--- config.mk ---
export PLATFORM = sky130hd
export DESIGN_NAME = glob_wildcard_matcher_core_flat
export DESIGN_NICKNAME = d
export VERILOG_FILES = /design/src/design/gwm_pkg.sv /design/src/design/gwm_if.sv /design/src/design/gwm_cell.sv /design/src/design/glob_wildcard_matcher_core.sv /design/src/flat_wrapper.sv
export SDC_FILE = /design/constraint.sdc
export NUM_CORES = 2
export LEC_CHECK = 0
export ABC_AREA = 1
export BUFFER_PORTS_ARGS = -buffer_cell sky130_fd_sc_hd__buf_2
export CORE_MARGIN = 8
export CORE_UTILIZATION = 57
export CTS_CLUSTER_SIZE = 24
export DETAILED_ROUTE_END_ITERATION = 8
export PLACE_DENSITY_LB_ADDON = 0.25
export SYNTH_ARGS = -nofsm -noshare
export SYNTH_HDL_FRONTEND = slang
export SYNTH_SLANG_ARGS = --single-unit
--- constraint.sdc ---
create_clock -name clk_i -period 8.9 [get_ports clk_i]
set_input_delay 1.78 -clock clk_i [delete_from_list [all_inputs] [get_ports clk_i]]
set_output_delay 1.78 -clock clk_i [all_outputs]
set_load 0.05 [all_outputs]
--- src/design/gwm_pkg.sv ---
// Shared constants and types of the glob wildcard matcher.
// No dependencies; every other file imports this package.
`default_nettype none

package gwm_pkg;

  localparam int unsigned GWM_MAX_PATTERN = 32;
  localparam int unsigned GWM_CHAR_BITS   = 16;

  localparam int unsigned FUNC_W = 2;
  localparam int unsigned CH_W   = 16;

  // Item function codes
  localparam logic [FUNC_W-1:0] FUNC_APPEND = 2'd0;
  localparam logic [FUNC_W-1:0] FUNC_SUBJ   = 2'd1;
  localparam logic [FUNC_W-1:0] FUNC_END    = 2'd2;
  localparam logic [FUNC_W-1:0] FUNC_CLEAR  = 2'd3;

  // Wildcard character codes
  localparam logic [CH_W-1:0] STAR_CODE  = 16'h002A;
  localparam logic [CH_W-1:0] QMARK_CODE = 16'h003F;

  // Broadcast control from the top level to every cell
  typedef struct packed {
    logic restart;  // reseed position 0 and rebuild the star closure
    logic step;     // advance by one subject character
    logic clear;    // drop the whole pattern
  } gwm_ctrl_t;

endpackage

`default_nettype wire

--- src/design/gwm_if.sv ---
// Valid/ready channel interfaces for the matcher's input and result words.
// Depends on gwm_pkg.
`default_nettype none

interface gwm_in_if import gwm_pkg::*; ();
  logic              valid;
  logic              ready;
  logic [FUNC_W-1:0] func;
  logic [CH_W-1:0]   ch;

  modport source (output valid, output func, output ch, input ready);
  modport sink   (input valid, input func, input ch, output ready);
endinterface

interface gwm_out_if import gwm_pkg::*; ();
  logic valid;
  logic ready;
  logic matched;
  logic pattern_overflow;

  modport source (output valid, output matched, output pattern_overflow, input ready);
  modport sink   (input valid, input matched, input pattern_overflow, output ready);
endinterface

`default_nettype wire

--- src/design/gwm_cell.sv ---
// One pattern position: stored character, valid bit and active bit.
// Depends on gwm_pkg.
`default_nettype none

module gwm_cell import gwm_pkg::*; #(
  parameter int unsigned CHAR_BITS = GWM_CHAR_BITS,
  parameter logic        RST_ACT   = 1'b0
) (
  input  wire logic                 clk_i,
  input  wire logic                 rst_ni,
  input  wire gwm_ctrl_t            ctrl_i,
  input  wire logic                 load_i,
  input  wire logic [CHAR_BITS-1:0] ch_i,
  input  wire logic                 adv_i,   // advance hit from left neighbor
  input  wire logic                 clos_i,  // star closure from left neighbor
  output logic                      adv_o,
  output logic                      clos_o,
  output logic                      act_o
);

  logic [CHAR_BITS-1:0] char_q, char_d;
  logic                 valid_q, valid_d;
  logic                 act_q, act_d;
  logic                 is_star, is_qmark, hold, raw;

  // Work on the pattern as it will be after this word, so a restart
  // following an append sees the new character.
  always_comb begin
    char_d  = load_i ? ch_i : char_q;
    valid_d = ctrl_i.clear ? 1'b0 : (load_i ? 1'b1 : valid_q);
  end

  always_comb begin
    is_star  = valid_d && (char_d == STAR_CODE[CHAR_BITS-1:0]);
    is_qmark = (char_d == QMARK_CODE[CHAR_BITS-1:0]);
    hold     = !ctrl_i.restart && act_q && valid_d;
    raw      = adv_i || (hold && is_star);
    act_d    = raw || (clos_i && is_star) ? 1'b1 : (raw || clos_i);
    clos_o   = act_d && is_star;
    adv_o    = hold && !is_star && (is_qmark || (char_d == ch_i));
  end

  always_ff @(posedge clk_i) begin
    if (load_i) begin
      char_q <= ch_i;
    end
  end

  always_ff @(posedge clk_i or negedge rst_ni) begin
    if (!rst_ni) begin
      valid_q <= 1'b0;
      act_q   <= RST_ACT;
    end else begin
      valid_q <= valid_d;
      if (ctrl_i.restart || ctrl_i.step) begin
        act_q <= act_d;
      end
    end
  end

  assign act_o = act_q;

endmodule

`default_nettype wire

--- src/design/glob_wildcard_matcher_core.sv ---
// Top level of the glob wildcard matcher: control decode, cell chain, result register.
// Depends on gwm_pkg, gwm_if and gwm_cell.
`default_nettype none

//  channel | dir | modport | payload                    | word accepted when
//  in_i    | in  | sink    | func[1:0], ch[15:0]        | in_i.valid && in_i.ready
//  out_o   | out | source  | matched, pattern_overflow  | out_o.valid && out_o.ready
//
//  A new word is taken each cycle, except while input stalls as described below.
//  The active-position set advances through the chain of MAX_PATTERN cells by
//  one position step per subject character; star closure ripples cell to cell.
//  Only an end word makes a result, held in a one-deep output register;
//  input stalls only while that register is full and not being drained.
//  Async reset empties the pattern, clears the overflow flag and leaves
//  position 0 active. Stored characters are not reset.

module glob_wildcard_matcher_core import gwm_pkg::*; #(
  parameter int unsigned MAX_PATTERN = GWM_MAX_PATTERN,
  parameter int unsigned CHAR_BITS   = GWM_CHAR_BITS
) (
  input  wire logic  clk_i,
  input  wire logic  rst_ni,
  gwm_in_if.sink     in_i,
  gwm_out_if.source  out_o
);

  localparam int unsigned LEN_W = $clog2(MAX_PATTERN + 1);

  logic                   accept;
  gwm_ctrl_t              ctrl;
  logic [CHAR_BITS-1:0]   ch_m;
  logic                   acc_append, acc_end, len_full;

  logic [LEN_W-1:0]       len_q, len_d;
  logic                   ovf_q, ovf_d;
  logic                   tail_q;

  // Chain links: index i feeds cell i, index i+1 leaves it.
  logic [MAX_PATTERN:0]   adv;
  logic [MAX_PATTERN:0]   clos;
  logic [MAX_PATTERN:0]   act_vec;  // active positions, MAX_PATTERN is the tail

  logic                   out_valid_q, matched_q, out_ovf_q;

  // ------------------------------------------------------------------
  // Handshake and decode
  // ------------------------------------------------------------------
  assign in_i.ready = !out_valid_q || out_o.ready;
  assign accept     = in_i.valid && in_i.ready;
  assign ch_m       = in_i.ch[CHAR_BITS-1:0];

  assign acc_append = accept && (in_i.func == FUNC_APPEND);
  assign acc_end    = accept && (in_i.func == FUNC_END);
  assign len_full   = (len_q == LEN_W'(MAX_PATTERN));

  // Anything but a subject character restarts matching from position 0.
  always_comb begin
    ctrl.restart = accept && (in_i.func != FUNC_SUBJ);
    ctrl.step    = accept && (in_i.func == FUNC_SUBJ);
    ctrl.clear   = accept && (in_i.func == FUNC_CLEAR);
  end

  // ------------------------------------------------------------------
  // Pattern length and overflow flag
  // ------------------------------------------------------------------
  always_comb begin
    len_d = len_q;
    ovf_d = ovf_q;
    if (ctrl.clear) begin
      len_d = '0;
      ovf_d = 1'b0;
    end else if (acc_append) begin
      if (len_full) begin
        ovf_d = 1'b1;  // pattern full: character dropped
      end else begin
        len_d = len_q + LEN_W'(1);
      end
    end
  end

  always_ff @(posedge clk_i or negedge rst_ni) begin
    if (!rst_ni) begin
      len_q <= '0;
      ovf_q <= 1'b0;
    end else begin
      len_q <= len_d;
      ovf_q <= ovf_d;
    end
  end

  // ------------------------------------------------------------------
  // Cell chain. On restart the seed enters cell 0 through its advance
  // input and spreads across leading stars.
  // ------------------------------------------------------------------
  assign adv[0]  = ctrl.restart;
  assign clos[0] = 1'b0;

  for (genvar i = 0; i < MAX_PATTERN; i++) begin : g_cell
    gwm_cell #(
      .CHAR_BITS (CHAR_BITS),
      .RST_ACT   (i == 0)
    ) u_cell (
      .clk_i  (clk_i),
      .rst_ni (rst_ni),
      .ctrl_i (ctrl),
      .load_i (acc_append && (len_q == LEN_W'(i))),
      .ch_i   (ch_m),
      .adv_i  (adv[i]),
      .clos_i (clos[i]),
      .adv_o  (adv[i+1]),
      .clos_o (clos[i+1]),
      .act_o  (act_vec[i])
    );
  end

  // Position past the last cell: reached only with a full pattern.
  always_ff @(posedge clk_i or negedge rst_ni) begin
    if (!rst_ni) begin
      tail_q <= 1'b0;
    end else if (ctrl.restart || ctrl.step) begin
      tail_q <= adv[MAX_PATTERN] || clos[MAX_PATTERN];
    end
  end

  assign act_vec[MAX_PATTERN] = tail_q;

  // ------------------------------------------------------------------
  // Result register
  // ------------------------------------------------------------------
  always_ff @(posedge clk_i or negedge rst_ni) begin
    if (!rst_ni) begin
      out_valid_q <= 1'b0;
    end else if (acc_end) begin
      out_valid_q <= 1'b1;
    end else if (out_o.ready) begin
      out_valid_q <= 1'b0;
    end
  end

  always_ff @(posedge clk_i) begin
    if (acc_end) begin
      matched_q <= act_vec[len_q];
      out_ovf_q <= ovf_q;
    end
  end

  assign out_o.valid            = out_valid_q;
  assign out_o.matched          = matched_q;
  assign out_o.pattern_overflow = out_ovf_q;

  // ------------------------------------------------------------------
  // Assertions
  // ------------------------------------------------------------------
`ifndef SYNTH
  a_len_range: assert property (@(posedge clk_i) disable iff (!rst_ni)
    len_q <= LEN_W'(MAX_PATTERN))
    else $error("pattern length beyond capacity");

  a_clear: assert property (@(posedge clk_i) disable iff (!rst_ni)
    ctrl.clear |=> (len_q == '0) && !ovf_q)
    else $error("clear did not empty the pattern");

  a_restart_seed: assert property (@(posedge clk_i) disable iff (!rst_ni)
    ctrl.restart |=> act_vec[0])
    else $error("position 0 not active after restart");

  a_result_src: assert property (@(posedge clk_i) disable iff (!rst_ni)
    $rose(out_valid_q) |-> $past(acc_end))
    else $error("result word without an end word");
`endif

endmodule

`default_nettype wire

--- src/flat_wrapper.sv ---
// flat-port wrapper written by rule: the top's interface ports become plain ports
module glob_wildcard_matcher_core_flat import gwm_pkg::*;
#(
  parameter int unsigned MAX_PATTERN = GWM_MAX_PATTERN,
  parameter int unsigned CHAR_BITS   = GWM_CHAR_BITS
)
  (clk_i, rst_ni, in_i_valid, in_i_func, in_i_ch, in_i_ready, out_o_valid, out_o_matched, out_o_pattern_overflow, out_o_ready);
  gwm_in_if in_i_i ();
  gwm_out_if out_o_i ();
  input  wire logic clk_i;
  input  wire logic rst_ni;
  input wire logic [$bits(in_i_i.valid)-1:0] in_i_valid;
  input wire logic [$bits(in_i_i.func)-1:0] in_i_func;
  input wire logic [$bits(in_i_i.ch)-1:0] in_i_ch;
  output wire logic [$bits(in_i_i.ready)-1:0] in_i_ready;
  output wire logic [$bits(out_o_i.valid)-1:0] out_o_valid;
  output wire logic [$bits(out_o_i.matched)-1:0] out_o_matched;
  output wire logic [$bits(out_o_i.pattern_overflow)-1:0] out_o_pattern_overflow;
  input wire logic [$bits(out_o_i.ready)-1:0] out_o_ready;
  assign in_i_i.valid = in_i_valid;
  assign in_i_i.func = in_i_func;
  assign in_i_i.ch = in_i_ch;
  assign in_i_ready = in_i_i.ready;
  assign out_o_valid = out_o_i.valid;
  assign out_o_matched = out_o_i.matched;
  assign out_o_pattern_overflow = out_o_i.pattern_overflow;
  assign out_o_i.ready = out_o_ready;
  glob_wildcard_matcher_core #(.MAX_PATTERN(MAX_PATTERN), .CHAR_BITS(CHAR_BITS)) u_core (.clk_i(clk_i), .rst_ni(rst_ni), .in_i(in_i_i), .out_o(out_o_i));
endmodule
==> impl.org <==
** Outcome
- Result of the run :: complete, no violations

** STA
- Setup TNS after final layout :: 0 ns
- The worst path uses just under 90% of the clock period.
- Max-slew headroom at the worst pin :: between 20% and 30%
- Setup Skew :: around 0.026 ns
- Slack of the critical path :: between 0.9 and 1 ns
- Maximum operating frequency :: about 130 MHz
- Transition time at the pin with the least slew margin :: about 1.1 ns
- The max-slew violation count is 0.
- Number of hold violations in the final report :: 0
- Unrepaired setup endpoints after global routing :: no
- Min cycle time layout :: between 7 and 8 ns
- Number of setup violations in the final report :: 0

** Logic synthesis
- The cell count after synthesis came out at ~4300.
- Proportion of synthesized flip-flops having asynchronous set or reset :: ~12%
- EDFF count, synth :: 2
- Mean post-synth cell area :: approximately 7 um2
- Sequential cells were found to cover between 40% and 50% of the synthesized design area.
- Yosys synthesis warning count :: 0
- Synthesis produced a netlist with a net count of 4277.
- Total standard cell area after synthesis :: about 0.029 mm2
- Post-synthesis register bit count :: roughly 590
- For this run, the leading register cell type out of synthesis is sky130_fd_sc_hd__dfxtp_1.
- Number of distinct library cells after synthesis :: 57

** Power and ir drop
- Of the total power, registers draw a little over two fifths.
- Gate power share :: 21.6%
- IR analysis of the VDD net gives a maximum drop of 160 uV.
- Internal power comes to around 5 mW.
- For this design the ratio of total power to cell area is between 200 and 250 mW/mm2.
- The analysis attributes to net switching a power of around 2.3 mW.
- In this run switching power makes up 31.6% of total power.
- The analysis attributes to cell leakage a power of around 13 nW.
- Share of total power in the clock network :: roughly 36%

** Drt
- Detailed-routing iteration count for the pre-antenna-repair pass :: 6
- Via count :: slightly below 30000
- In the routed layout, each cell is associated on average with a via count of about 6.1.
- DRC violations left :: 0
- Post-DR wirelength/cell :: between 20 and 25 um
- For this block, the routed nets add up to about 99000 um of wire.
- DR iter-0 viols :: between 3000 and 4000
- Number of nets with antenna violations after detailed routing :: 0

** Layout
- Leaving out fill and tap cells, the most frequent cells in the layout are sky130_fd_sc_hd__nand2_1, sky130_fd_sc_hd__nor2_1, sky130_fd_sc_hd__dfxtp_1.
- Most common library cell in the layout ignoring fill and taps :: sky130_fd_sc_hd__nand2_1
- Number of nets in the layout :: ~4200
- Counting the fill cells in the layout gives around 4700.
- Diode count :: 0
- Fraction of layout instances using a drive strength above 1 :: 6.83%
- Synthesis-to-finish area growth :: 9.00%

** Clock network
- The clock net in this run drives a total of 587 sinks.
- Root Driver :: sky130_fd_sc_hd__clkbuf_16
- Source-to-sink clock delay at the later pin of the worst-skew pair :: roughly 0.65 ns
- In this run the post-CTS setup repair buffer count came out at 0.
- Level count of the clock H-tree :: 2
- Maximum count of clock buffers along a single path :: 3
- Clock-pin slew on the worst setup and hold paths :: 0.06 ns
- Number of buffers inserted during clock tree synthesis :: 61
- TritonCTS built the clock tree.

** Setup path
- Peak per-stage delay on the critical path :: ~0.83 ns
- The worst setup path is captured at a register.
- Req. time, crit path :: between 9 and 10 ns
- STA classifies the critical path startpoint as a register.
- Cell repeated most along the worst path :: sky130_fd_sc_hd__nand2_1
- Number of cells traversed by the worst register-to-register path :: 77
- Worst R2R Start :: u_core.len_q[1]$_DFFE_PN0P_
- Worst path buffer plus inverter count :: 2
- The cell family contributing the most delay on the critical path is simple AND/OR/NAND/NOR gates.
- The worst setup path is of the register to register kind.
- Critical Path End :: u_core.tail_q$_DFFE_PN0P_
- Launch point of the worst path :: u_core.len_q[1]$_DFFE_PN0P_
- The endpoint identified for the worst register-to-register timing path is u_core.tail_q$_DFFE_PN0P_.
- Crit path depth :: 77
- For flop-to-flop paths, the worst setup slack is between 0.9 and 1 ns.
- CP max-delay cell :: sky130_fd_sc_hd__dfrtp_1
- CP Data Arrival Time :: 8.55 ns
- Critical path fanouts, max :: 54

** Global routing
- Entering global routing, the biggest net connects between 60 and 70 pins.
- Total routing resource utilization after global routing :: around 32%
- The total overflow left after global routing is 0.
- The number of antenna violations at the first check in global routing came to 1.
- Number of global-route vias before repair :: 27300
- First-pass GRT wire length :: 153000 um

** Min path
- In this run the worst hold path is classified as register to register.

** Flow run
- Across the run, the number of max-cap violations was 0.

** Place
- Count of buffers inserted at the top-level ports :: 25
- Global placement routability congestion :: between 0.9 and 1
- Detailed placement ended at an HPWL of between 60000 and 70000 um.
- Before CTS, the worst setup slack after placement is roughly 0.48 ns.

** Floorplanning
- In this run the standard cell core region covers a little over 0.05 mm2.
- The floorplan has 83 rows.
- Once the floorplan was initialized, standard cells occupied about 57% of the core.
- Height of the chip :: 242 um
- The floorplan step defined a die boundary enclosing 0.0586 mm2.
- The floorplan step set the die width to approximately 240 um.
- 26 I/O pins were placed.
## registers in the layout, summed over array words and instances, names as in the netlist
| name | flops |
|---|---|
| u_core.tail_q | 1 |
| u_core.g_cell.u_cell.valid_q | 32 |
| u_core.out_o.matched | 1 |
| u_core.out_o.pattern_overflow | 1 |
| u_core.len_q | 6 |
| u_core.out_o.valid | 1 |
| u_core.g_cell.u_cell.char_q | 512 |
| u_core.ovf_q | 1 |
| u_core.g_cell.u_cell.act_o | 32 |
## per-stage QoR
stage	total power [mW]	util [%]	hold WS (ns)	cells	cell area, um2
floorplan	4.23	-	0.426	4251	29100
global placement	4.61	58.5	0.465	4784	29800
detailed placement	4.64	58.5	0.470	4784	29800
CTS	7.18	62.4	0.480	4894	31700
global route	7.54	62.4	0.513	4894	31800
finish	7.21	62.4	0.484	4894	31800
## worst min-delay path, delay by kind of cell (launching register included)
family           cells  cell delay, ns
DFF                  1            0.32
and+or+nand+nor      2            0.11
## how the worst min path moves through the flow
| stage | start | endpoint | slack (ns) | cells past startpoint |
|---|---|---|---|---|
| CTS | u_core.g_cell[0].u_cell.char_q[6]$_DFF_P_ | u_core.g_cell[0].u_cell.char_q[6]$_DFF_P_ | 0.48 | 2 |
| global route | u_core.g_cell[1].u_cell.char_q[14]$_DFF_P_ | u_core.g_cell[1].u_cell.char_q[14]$_DFF_P_ | 0.51 | 2 |
| detailed placement | u_core.g_cell[1].u_cell.char_q[14]$_DFF_P_ | u_core.g_cell[1].u_cell.char_q[14]$_DFF_P_ | 0.47 | 2 |
| floorplan | u_core.ovf_q$_DFFE_PN0P_ | u_core.out_o.pattern_overflow$_DFFE_PP_ | 0.43 | 0 |
| global placement | u_core.g_cell[0].u_cell.char_q[14]$_DFF_P_ | u_core.g_cell[0].u_cell.char_q[14]$_DFF_P_ | 0.46 | 2 |
| finish | u_core.g_cell[0].u_cell.char_q[6]$_DFF_P_ | u_core.g_cell[0].u_cell.char_q[6]$_DFF_P_ | 0.48 | 2 |
## cell type report
type	count	area [um2]	share of cell area, %
clock buffers	98	1840	5.78
multi-input cells	3104	14800	46.6
inverters	291	1110	3.48
well taps	680	851	2.68
repair buffers	122	868	2.73
flip-flops and latches	587	12100	38.2
clock inverters	12	149	0.469
## layer usage
layer  vias to the layer above  track usage, %  routed length [um]
li1                      14200               -                   -
met1                     13600            42.8               39700
met2                      1617            50.1               42600
met3                       347            5.81               10700
met4                         0            16.9                5610
met5                         -               0                   0
## what timing repair did
action	4_1_cts	5_1_grt
setup endpoints to repair	0	2
gates resized for setup	0	2
hold buffers	0	0
## power by group through the flow
stage / logic (mW) / clock network (mW) / registers (mW)
3_5_place_dp: 1.50 / 0 / 3.13
4_1_cts: 1.52 / 2.58 / 3.08
6_report: 1.56 / 2.57 / 3.09
3_3_place_gp: 1.48 / 0 / 3.13
5_1_grt: 1.73 / 2.69 / 3.12
2_1_floorplan: 1.13 / 0 / 3.10
## cells in the mapped netlist (96+ instances only)
cell | count | area (um2)
sky130_fd_sc_hd__a21oi_1 | 351 | 1760
sky130_fd_sc_hd__nand2_1 | 1081 | 4060
sky130_fd_sc_hd__dfxtp_1 | 512 | 10200
sky130_fd_sc_hd__o2111ai_1 | 98 | 858
sky130_fd_sc_hd__nor3_1 | 96 | 480
sky130_fd_sc_hd__o21ai_0 | 244 | 1220
sky130_fd_sc_hd__inv_1 | 276 | 1040
sky130_fd_sc_hd__nor2_1 | 537 | 2020
sky130_fd_sc_hd__nand4_1 | 123 | 769
sky130_fd_sc_hd__nor4_1 | 101 | 632
sky130_fd_sc_hd__nand3_1 | 178 | 891
sky130_fd_sc_hd__clkbuf_1 | 202 | 758
## logic make-up (layout without fill, tap and decap cells)
| family | Yosys count | count (layout) | synth area share, % |
|---|---|---|---|
| AO/OA/AOI/OAI | 898 | 898 | 17.9 |
| XOR/XNOR | 4 | 4 | 0.120 |
| adder cells (fa/ha/maj) | 4 | 4 | 0.172 |
| buffers and inverters | 560 | 523 | 7.60 |
| flip-flops | 587 | 587 | 41.7 |
| AND/OR/NAND/NOR | 2198 | 2198 | 32.5 |
Note: power is estimated with default switching activity, not from simulation.
